**src/rtl/core/rls_ram.sv**
```systemverilog
// generic single-port ram with registered read
`default_nettype none
module rls_ram #(
  parameter int Width = 8,
  parameter int Depth = 16
) (
  input  wire logic                     clk_i,
  input  wire logic                     we_i,
  input  wire logic [$clog2(Depth)-1:0] addr_i,
  input  wire logic [Width-1:0]         wdata_i,
  output logic      [Width-1:0]         rdata_o
);
  logic [Width-1:0] mem_q [Depth];
  always_ff @(posedge clk_i) begin
    if (we_i) mem_q[addr_i] <= wdata_i;
    rdata_o <= mem_q[addr_i];
  end
endmodule
`default_nettype wire

```
**config.mk**
```make
export PLATFORM = sky130hd
export DESIGN_NAME = rls_ram
export DESIGN_NICKNAME = d
export VERILOG_FILES = /design/src/rtl/core/rls_ram.sv
export SDC_FILE = /design/constraint.sdc
export NUM_CORES = 1
export LEC_CHECK = 0
export BUFFER_PORTS_ARGS = -buffer_cell sky130_fd_sc_hd__buf_2
export CAP_MARGIN = 20
export CORE_MARGIN = 4
export CORE_UTILIZATION = 55
export CTS_CLUSTER_SIZE = 10
export DETAILED_ROUTE_END_ITERATION = 6
export GPL_ROUTABILITY_DRIVEN = 0
export PLACE_DENSITY = 0.82
export SYNTH_ARGS = -nofsm -noshare
export SYNTH_HDL_FRONTEND = slang
export SYNTH_SLANG_ARGS = --single-unit
```
**constraint.sdc**
```tcl
create_clock -name clk_i -period 2.8 [get_ports clk_i]
set_input_delay 0.84 -clock clk_i [delete_from_list [all_inputs] [get_ports clk_i]]
set_output_delay 0.84 -clock clk_i [all_outputs]
set_load 0.05 [all_outputs]
```
# Yosys cells after proc, flatten, opt, wreduce, memory -nomap -nowiden
# Memories as Yosys holds them, arrays and structs flattened. A register that Yosys moved wholly into a read port is not among the register bits.
# Index checks and enable logic that the tools add are counted.
classes:
  mux: 2
ops:
  columns: ["op", "n"]
  rows:
  - ["1-bit 2-to-1 mux", 2]
totals:
  ff_bits: 0
  ram_bits: 128
  in_bits: 14
  out_inout_bits: 8
  word_cells: 3
  memories: 1
memory_table:
  columns: ["name", "depth", "word_bits", "read_ports", "rd_clocked_by_memory_dff", "write_ports", "line", "source"]
  rows:
  - ["mem_q", 16, 8, 1, 1, 1, "13", "logic [Width-1:0] mem_q [Depth];"]

# Depth between registers and ports, before layout
# Gate-level depths: netlist of run 1.
logic_depth:
  depth_word: 2
  ltp_mapped: 5
  depth_no_buf: 3

# Worst setup path after synthesis of run 1
# No wires, ideal clock.
synth_timing:
  path_type: "input -> register"
  start: "input port addr_i[2]"
  end: "memory mem_q[0][0], enable pin"
  setup_ns: 0.383
  t_arrival_ns: 1.950
  path_slack_ns: 0.467
  stages: 2
  path_cell_list: "or3b_2 nor3_1"
synth_lines:
  columns: ["item", "line", "source"]
  rows:
  - ["from (decl)", "9", "input wire logic [$clog2(Depth)-1:0] addr_i,"]
  - ["to (decl)", "13", null]
# Straight into the memory's write port.

# Final worst setup path of run 1
layout_timing:
  start: "register rdata_o[5] (read register of mem_q)"
  end: "output port rdata_o[5]"
layout_lines:
  columns: ["item", "line", "source"]
  rows:
  - ["from (decl)", "11", "output logic [Width-1:0] rdata_o"]
# No word-level cell between the ends.

==> run_results.csv, run 1 <==
group,metric,value,unit
run_status,outcome,"finished clean",
cts,clock_sinks,136,
layout,layout_commonest_cell,"edfxtp_1",
route,vias,2497,
route,drt_iter0_drc,216,
sta,post-route-period-util,0.7058,
critical_path,critPathKind,"reg2out",
critical_path,crit_family,"flip-flops",
critical_path,critPathCaptureType,"primary output",
critical_path,crit_chain,"buf_2",
placement,io_buffers,21,
floorplanning,dieArea,10810,um2
critical_path,arrival,1.14,ns
route,first_pass_iters,5,
sta,setup_viol,0,
sta,fin_hold_ws,0.6867,ns
pwr,combPwrFrac,0.056,
pwr,ir_worst_vdd,0.5205,mV
synth,synth_area_leaders,"edfxtp_1, mux4_2, dfxtp_1",
critical_path,startpoint_type,"flop",
route,ant_nets,0,
sta,drv_slew,0,
pwr,seq_power_share,0.493,
floorplanning,die_y,104.0,um
sta,finalHoldViolations,0,
synth,syn_area,5067,um2
synth,synth_seq_cells,136,
floorplanning,start_util,0.5727,
floorplanning,core_area,8848,um2
sta,fin_tns_setup,0,ns
critical_path,max_stage_delay,0.35,ns
floorplanning,die_width,104.0,um
synth,yosys.area.top_type,"edfxtp_1",
cts,ctsRootBufferMaster,"clkbuf_8",
layout,diodes,0,
synth,netlist.area_leader.share,0.7585,
layout,drive_gt1_frac,0.3596,
critical_path,cp_slowest_cell,"dfxtp_1",
cts,post-cts-setup-buffers,0,
critical_path,cp_max_fo,1,
sta,finalCriticalPeriod,1.976,ns
pwr,power.switching,0.001018,W
floorplanning,num_rows,34,
job,cap_violations,0,
synth,synth.distinct_cells,18,
hold_path,hold_class,"reg2reg",
pwr,p_sw_frac,0.2189,
synth,synth_nets,244,
cts,cts_buffers,17,
pwr,p_per_area,777.4,nW/um2
cts,cts_tree,"built",
cts,insertion_delay,0.52,ns
synth,yosysSeqAreaShare,0.7901,
synth,yosys_warnings,0,
layout,final_cell_mix,"edfxtp_1, mux4_2, buf_2",
cts,clk_pin_slew,0.06,ns
grt,grt_pass1_vias,2561,
sta,fin_worst_skew,0.009538,ns
sta,tightest_slew,0.8026,ns
sta,rsz0062_at_grt,"false",
cts,cts_hold_buf,0,
placement,hpwlAfterDp,6.070,mm
critical_path,required,1.96,ns
cts,clk_path_buf_depth,2,
route,wl,10.24,mm
critical_path,crit_buf_inv,1,
synth,syn_area_per_cell,22.03,um2
cts,cts_resized,0,
sta,fmax,0.5060,GHz
pwr,leakage,1.992,nW
layout,finalNetCount,293,
grt,antenna_found_initial,0,
route,drc_errors,0,
layout,syn_to_final_growth,18.00,%
floorplanning,pin_count,22,
grt,track_usage,0.2046,
synth,synth_cells,230,
route,post_drt_wl_per_cell,25.60,um
cts,htreeDepth,4,
grt,globalRouteOverflowTotal,0,
pwr,clkPwrFrac,0.452,
route,viasPerCell,6.243,
grt,grt_pass1_wl,15.77,mm
sta,max_slew_margin,0.4638,
grt,grt_max_degree,40,
pwr,p_int,0.003631,W
## synth_stat cells (all sizes together)
| cell type | n |
|---|---|
| a22oi | 16 |
| clkbuf | 3 |
| mux4 | 32 |
| nand2b | 2 |
| nand2 | 9 |
| nor2 | 13 |
| nor3 | 4 |
| edfxtp | 128 |
| dfxtp | 8 |
| and2 | 1 |
| nand3b | 2 |
| buf | 8 |
| or3b | 1 |
| nand3 | 1 |
| nor2b | 2 |
## tightest hold or removal path, cell delays in order (launching register included)
cell and delay (ns):
edfxtp_1 0.31, mux4_2 0.23, a22oi_1 0.06, nand2_1 0.06
## power groups by stage
stage	Combinational [W]	Sequential, W	Clock (W)
final	0.000258	0.00229	0.00210
after global routing	0.000276	0.00229	0.00223
after CTS	0.000261	0.00229	0.00213
after detailed placement	0.000259	0.00233	0
after global placement	0.000253	0.00233	0
after floorplan	0.000117	0.00238	0
## per-stage QoR
stage	worst slack (ns)	instances	power, W	instance area (um2)	util
after detailed placement	0.3806	368	0.002591	5410	0.6114
after floorplan	0.4670	230	0.002494	5067	-
after global placement	0.4220	368	0.002582	5410	0.6114
final	0.8237	400	0.004649	5979	0.6758
after global routing	0.7790	400	0.004802	5979	0.6758
after CTS	0.7996	400	0.004682	5979	0.6758
## path summary, 6_finish.rpt
check	slack, ns	from	depth (start not counted)	endpoint
worst max-delay path	0.82	rdata_o[5]$_DFF_P_	1	rdata_o[5]
worst min-delay path	0.69	mem_q[14][2]$_DFFE_PP_	3	rdata_o[2]$_DFF_P_
worst max register to register	1.40	mem_q[0][5]$_DFFE_PP_	3	rdata_o[5]$_DFF_P_
worst min register to register	0.69	mem_q[14][2]$_DFFE_PP_	3	rdata_o[2]$_DFF_P_
## cell families (layout without fill, tap and decap cells)
family | after synthesis | count (layout) | share of synthesized area
simple gates | 35 | 35 | 0.03210
compound gates | 16 | 16 | 0.02370
mux | 32 | 32 | 0.1422
flops | 136 | 136 | 0.7901
buf+inv | 11 | 73 | 0.01185
## final cells by class
class	count	area (um2)
fill	548	2869
timing repair buffer	41	267.8
sequential	136	4004
tap	108	135.1
clock inverter	15	155.1
multi-input combinational	83	1003
clock buffer	17	414.1
## metal layers
layer  global-route usage  vias up  routed length [um]
li1                     -     1062                   -
met1               0.2733     1296                4040
met2               0.3203      122                5195
met3              0.06642       17                 803
met4              0.07217        0                 199
met5                    0        -                   0
## flip-flops by register name, indices dropped and copies added, names as in the netlist
signal / flops
mem_q: 128
rdata_o: 8
Note: power is estimated with default switching activity, not from simulation.
==> run 2: changes to the inputs <==
--- a/config.mk
+++ b/config.mk
@@ -8,11 +8,11 @@
 export BUFFER_PORTS_ARGS = -buffer_cell sky130_fd_sc_hd__buf_2
 export CAP_MARGIN = 20
 export CORE_MARGIN = 4
-export CORE_UTILIZATION = 55
+export CORE_UTILIZATION = 54
 export CTS_CLUSTER_SIZE = 10
 export DETAILED_ROUTE_END_ITERATION = 6
 export GPL_ROUTABILITY_DRIVEN = 0
-export PLACE_DENSITY = 0.82
+export PLACE_DENSITY = 0.84
 export SYNTH_ARGS = -nofsm -noshare
 export SYNTH_HDL_FRONTEND = slang
 export SYNTH_SLANG_ARGS = --single-unit
==> constraint.sdc (replaced) <==
create_clock -name clk_i -period 1.8 [get_ports clk_i]
set_input_delay 0.54 -clock clk_i [delete_from_list [all_inputs] [get_ports clk_i]]
set_output_delay 0.54 -clock clk_i [all_outputs]
set_load 0.05 [all_outputs]
==> run 2 against run 1 <==
Clock power up 62%. Final area increased by 4.4%. Combinational power up 71%. Sequential share of layout area decreased by 2.8 points. Critical path type unchanged. Register-to-register slack worse by 1.0 ns. First-iteration DRC count up 4.2%. Sequential cell count unchanged. Core utilization grew 0.30 points. Worst setup slack worse by 0.68 ns. Sequential power grew 56%.
==> run_results.csv, run 2 (synthesis results as in run 1) <==
group,metric,value,unit
layout,syn_to_final_growth,23.19,%
hold_path,hold_class,"in2reg",
route,top_layer,"met4",
critical_path,critPathCaptureType,"primary output",
cts,clk_path_buf_depth,2,
sta,fin_hold_ws,0.4175,ns
run_status,outcome,"finished clean",
floorplanning,dieArea,11000,um2
floorplanning,pin_count,22,
placement,io_buffers,21,
placement,dpl_cell_area,5659,um2
critical_path,required,1.26,ns
cts,ctsRootBufferMaster,"clkbuf_8",
critical_path,crit_buf_inv,1,
layout,drive_gt1_frac,0.4066,
layout,fill_cells,576,
sta,finalHoldViolations,0,
route,wl_met3,945,um
layout,fin_area,6242,um2
route,ant_nets,0,
route,drc_errors,0,
pwr,p_per_area,1188,nW/um2
layout,seq_area,4004,um2
critical_path,r2r_end,"rdata_o[2]$_DFF_P_",
route,drt_iter0_drc,225,
cts,cts_buffers,17,
sta,post-route-period-util,0.9223,
floorplanning,die_y,104.9,um
grt,grt_pass1_wl,16.24,mm
grt,track_usage,0.2050,
sta,fin_worst_skew,0.005196,ns
grt,grt_pass1_vias,2694,
cts,htreeDepth,4,
critical_path,crit_chain,"buf_2",
critical_path,r2r-start,"mem_q[2][2]$_DFFE_PP_",
hold_path,min_to,"mem_q[8][1]$_DFFE_PP_",
placement,hpwlAfterDp,6.552,mm
sta,finalCriticalPeriod,1.660,ns
placement,place_ws,-0.1755,ns
sta,drv_slew,0,
cts,cts_tree,"built",
cts,clock_sinks,136,
sta,rsz0062_at_grt,"false",
critical_path,reg2regPathDepth,3,
layout,largest_reg_flops,128,
hold_path,hold_start,"wdata_i[1]",
critical_path,cp_max_fo,1,
route,wl,10.40,mm
critical_path,arrival,1.12,ns
pwr,p_total,0.007415,W
layout,final_cell_mix,"edfxtp_1, mux4_2, buf_4",
sta,tightest_slew,0.7143,ns
layout,finalNetCount,306,
route,first_pass_iters,5,
route,wl_met1,4.093,mm
route,wl_met2,5.196,mm
cts,post-cts-setup-buffers,0,
floorplanning,start_util,0.5510,
layout,multiInputGateArea,1039,um2
critical_path,r2r_slack,0.37,ns
cts,insertion_delay,0.52,ns
cts,clk_pin_slew,0.06,ns
cts,cts_hold_buf,0,
grt,globalRouteOverflowTotal,0,
cts,cts_resized,0,
critical_path,startpoint_type,"flop",
sta,max_slew_margin,0.5228,
job,cap_violations,0,
layout,diodes,0,
pwr,leakage,2.108,nW
grt,antenna_found_initial,0,
critical_path,max_stage_delay,0.33,ns
sta,layout_setup_ws,0.1399,ns
sta,fmax,0.6024,GHz
critical_path,crit_family,"flip-flops",
floorplanning,die_width,104.9,um
critical_path,critPathKind,"reg2out",
layout,top_regs,"mem_q x128, rdata_o x8",
layout,largest_register,"mem_q",
sta,setup_viol,0,
pwr,ir_worst_vdd,0.7635,mV
floorplanning,num_rows,35,
floorplanning,core_area,9196,um2
layout,layout_commonest_cell,"edfxtp_1",
route,vias,2547,
grt,grt_max_degree,24,
route,viasPerCell,6.123,
hold_path,whs_path_depth,1,
critical_path,cp_slowest_cell,"dfxtp_1",
route,post_drt_wl_per_cell,25.00,um
[run 2: changes by cell type in the layout (fill, tap and decap cells not counted), moves of 4 or more]
cell	before	now
nor2_2	0	12
clkbuf_1	0	4
buf_12	1	10
clkinvlp_4	5	0
buf_4	19	23
nor2_1	13	1
[run 2: power by group]
group,leakage [nW],switching [W],internal [W]
registers,1.22,0.0000240,0.00354
logic,0.600,0.000273,0.000168
clock network,0.284,0.00118,0.00223
[run 2: area by class of cell]
| type | instances | area share |
|---|---|---|
| well taps | 111 | 0.02225 |
| clock inverters | 11 | 0.02465 |
| clock buffers | 21 | 0.06875 |
| repair buffers | 54 | 0.07657 |
| flip-flops and latches | 136 | 0.6414 |
| multi-input cells | 83 | 0.1664 |
[run 2: worst max-delay path by stage]
stage                                  start                     end  slack, ns  cells past startpoint
after floorplan                    addr_i[1]  mem_q[12][0]$_DFFE_PP_      -0.13                      3
final                     rdata_o[1]$_DFF_P_              rdata_o[1]       0.14                      1
after CTS                 rdata_o[1]$_DFF_P_              rdata_o[1]       0.11                      1
after global routing      rdata_o[1]$_DFF_P_              rdata_o[1]       0.07                      1
after detailed placement           addr_i[0]      rdata_o[2]$_DFF_P_      -0.18                      5
after global placement             addr_i[0]      rdata_o[2]$_DFF_P_      -0.13                      5
[run 2: layer usage]
layer  vias to the layer above  GRT usage
met5                         -          0
met4                         0    0.06279
met3                        13    0.06918
met2                       139     0.3213
met1                      1307     0.2756
li1                       1088          -
[run 2: per-stage QoR]
step / utilization / std cells / setup TNS, ns
2_1_floorplan: - / 230 / -3.204
3_3_place_gp: 0.6154 / 384 / -0.8112
3_5_place_dp: 0.6154 / 384 / -1.412
4_1_cts: 0.6788 / 416 / 0
5_1_grt: 0.6788 / 416 / 0
6_report: 0.6788 / 416 / 0
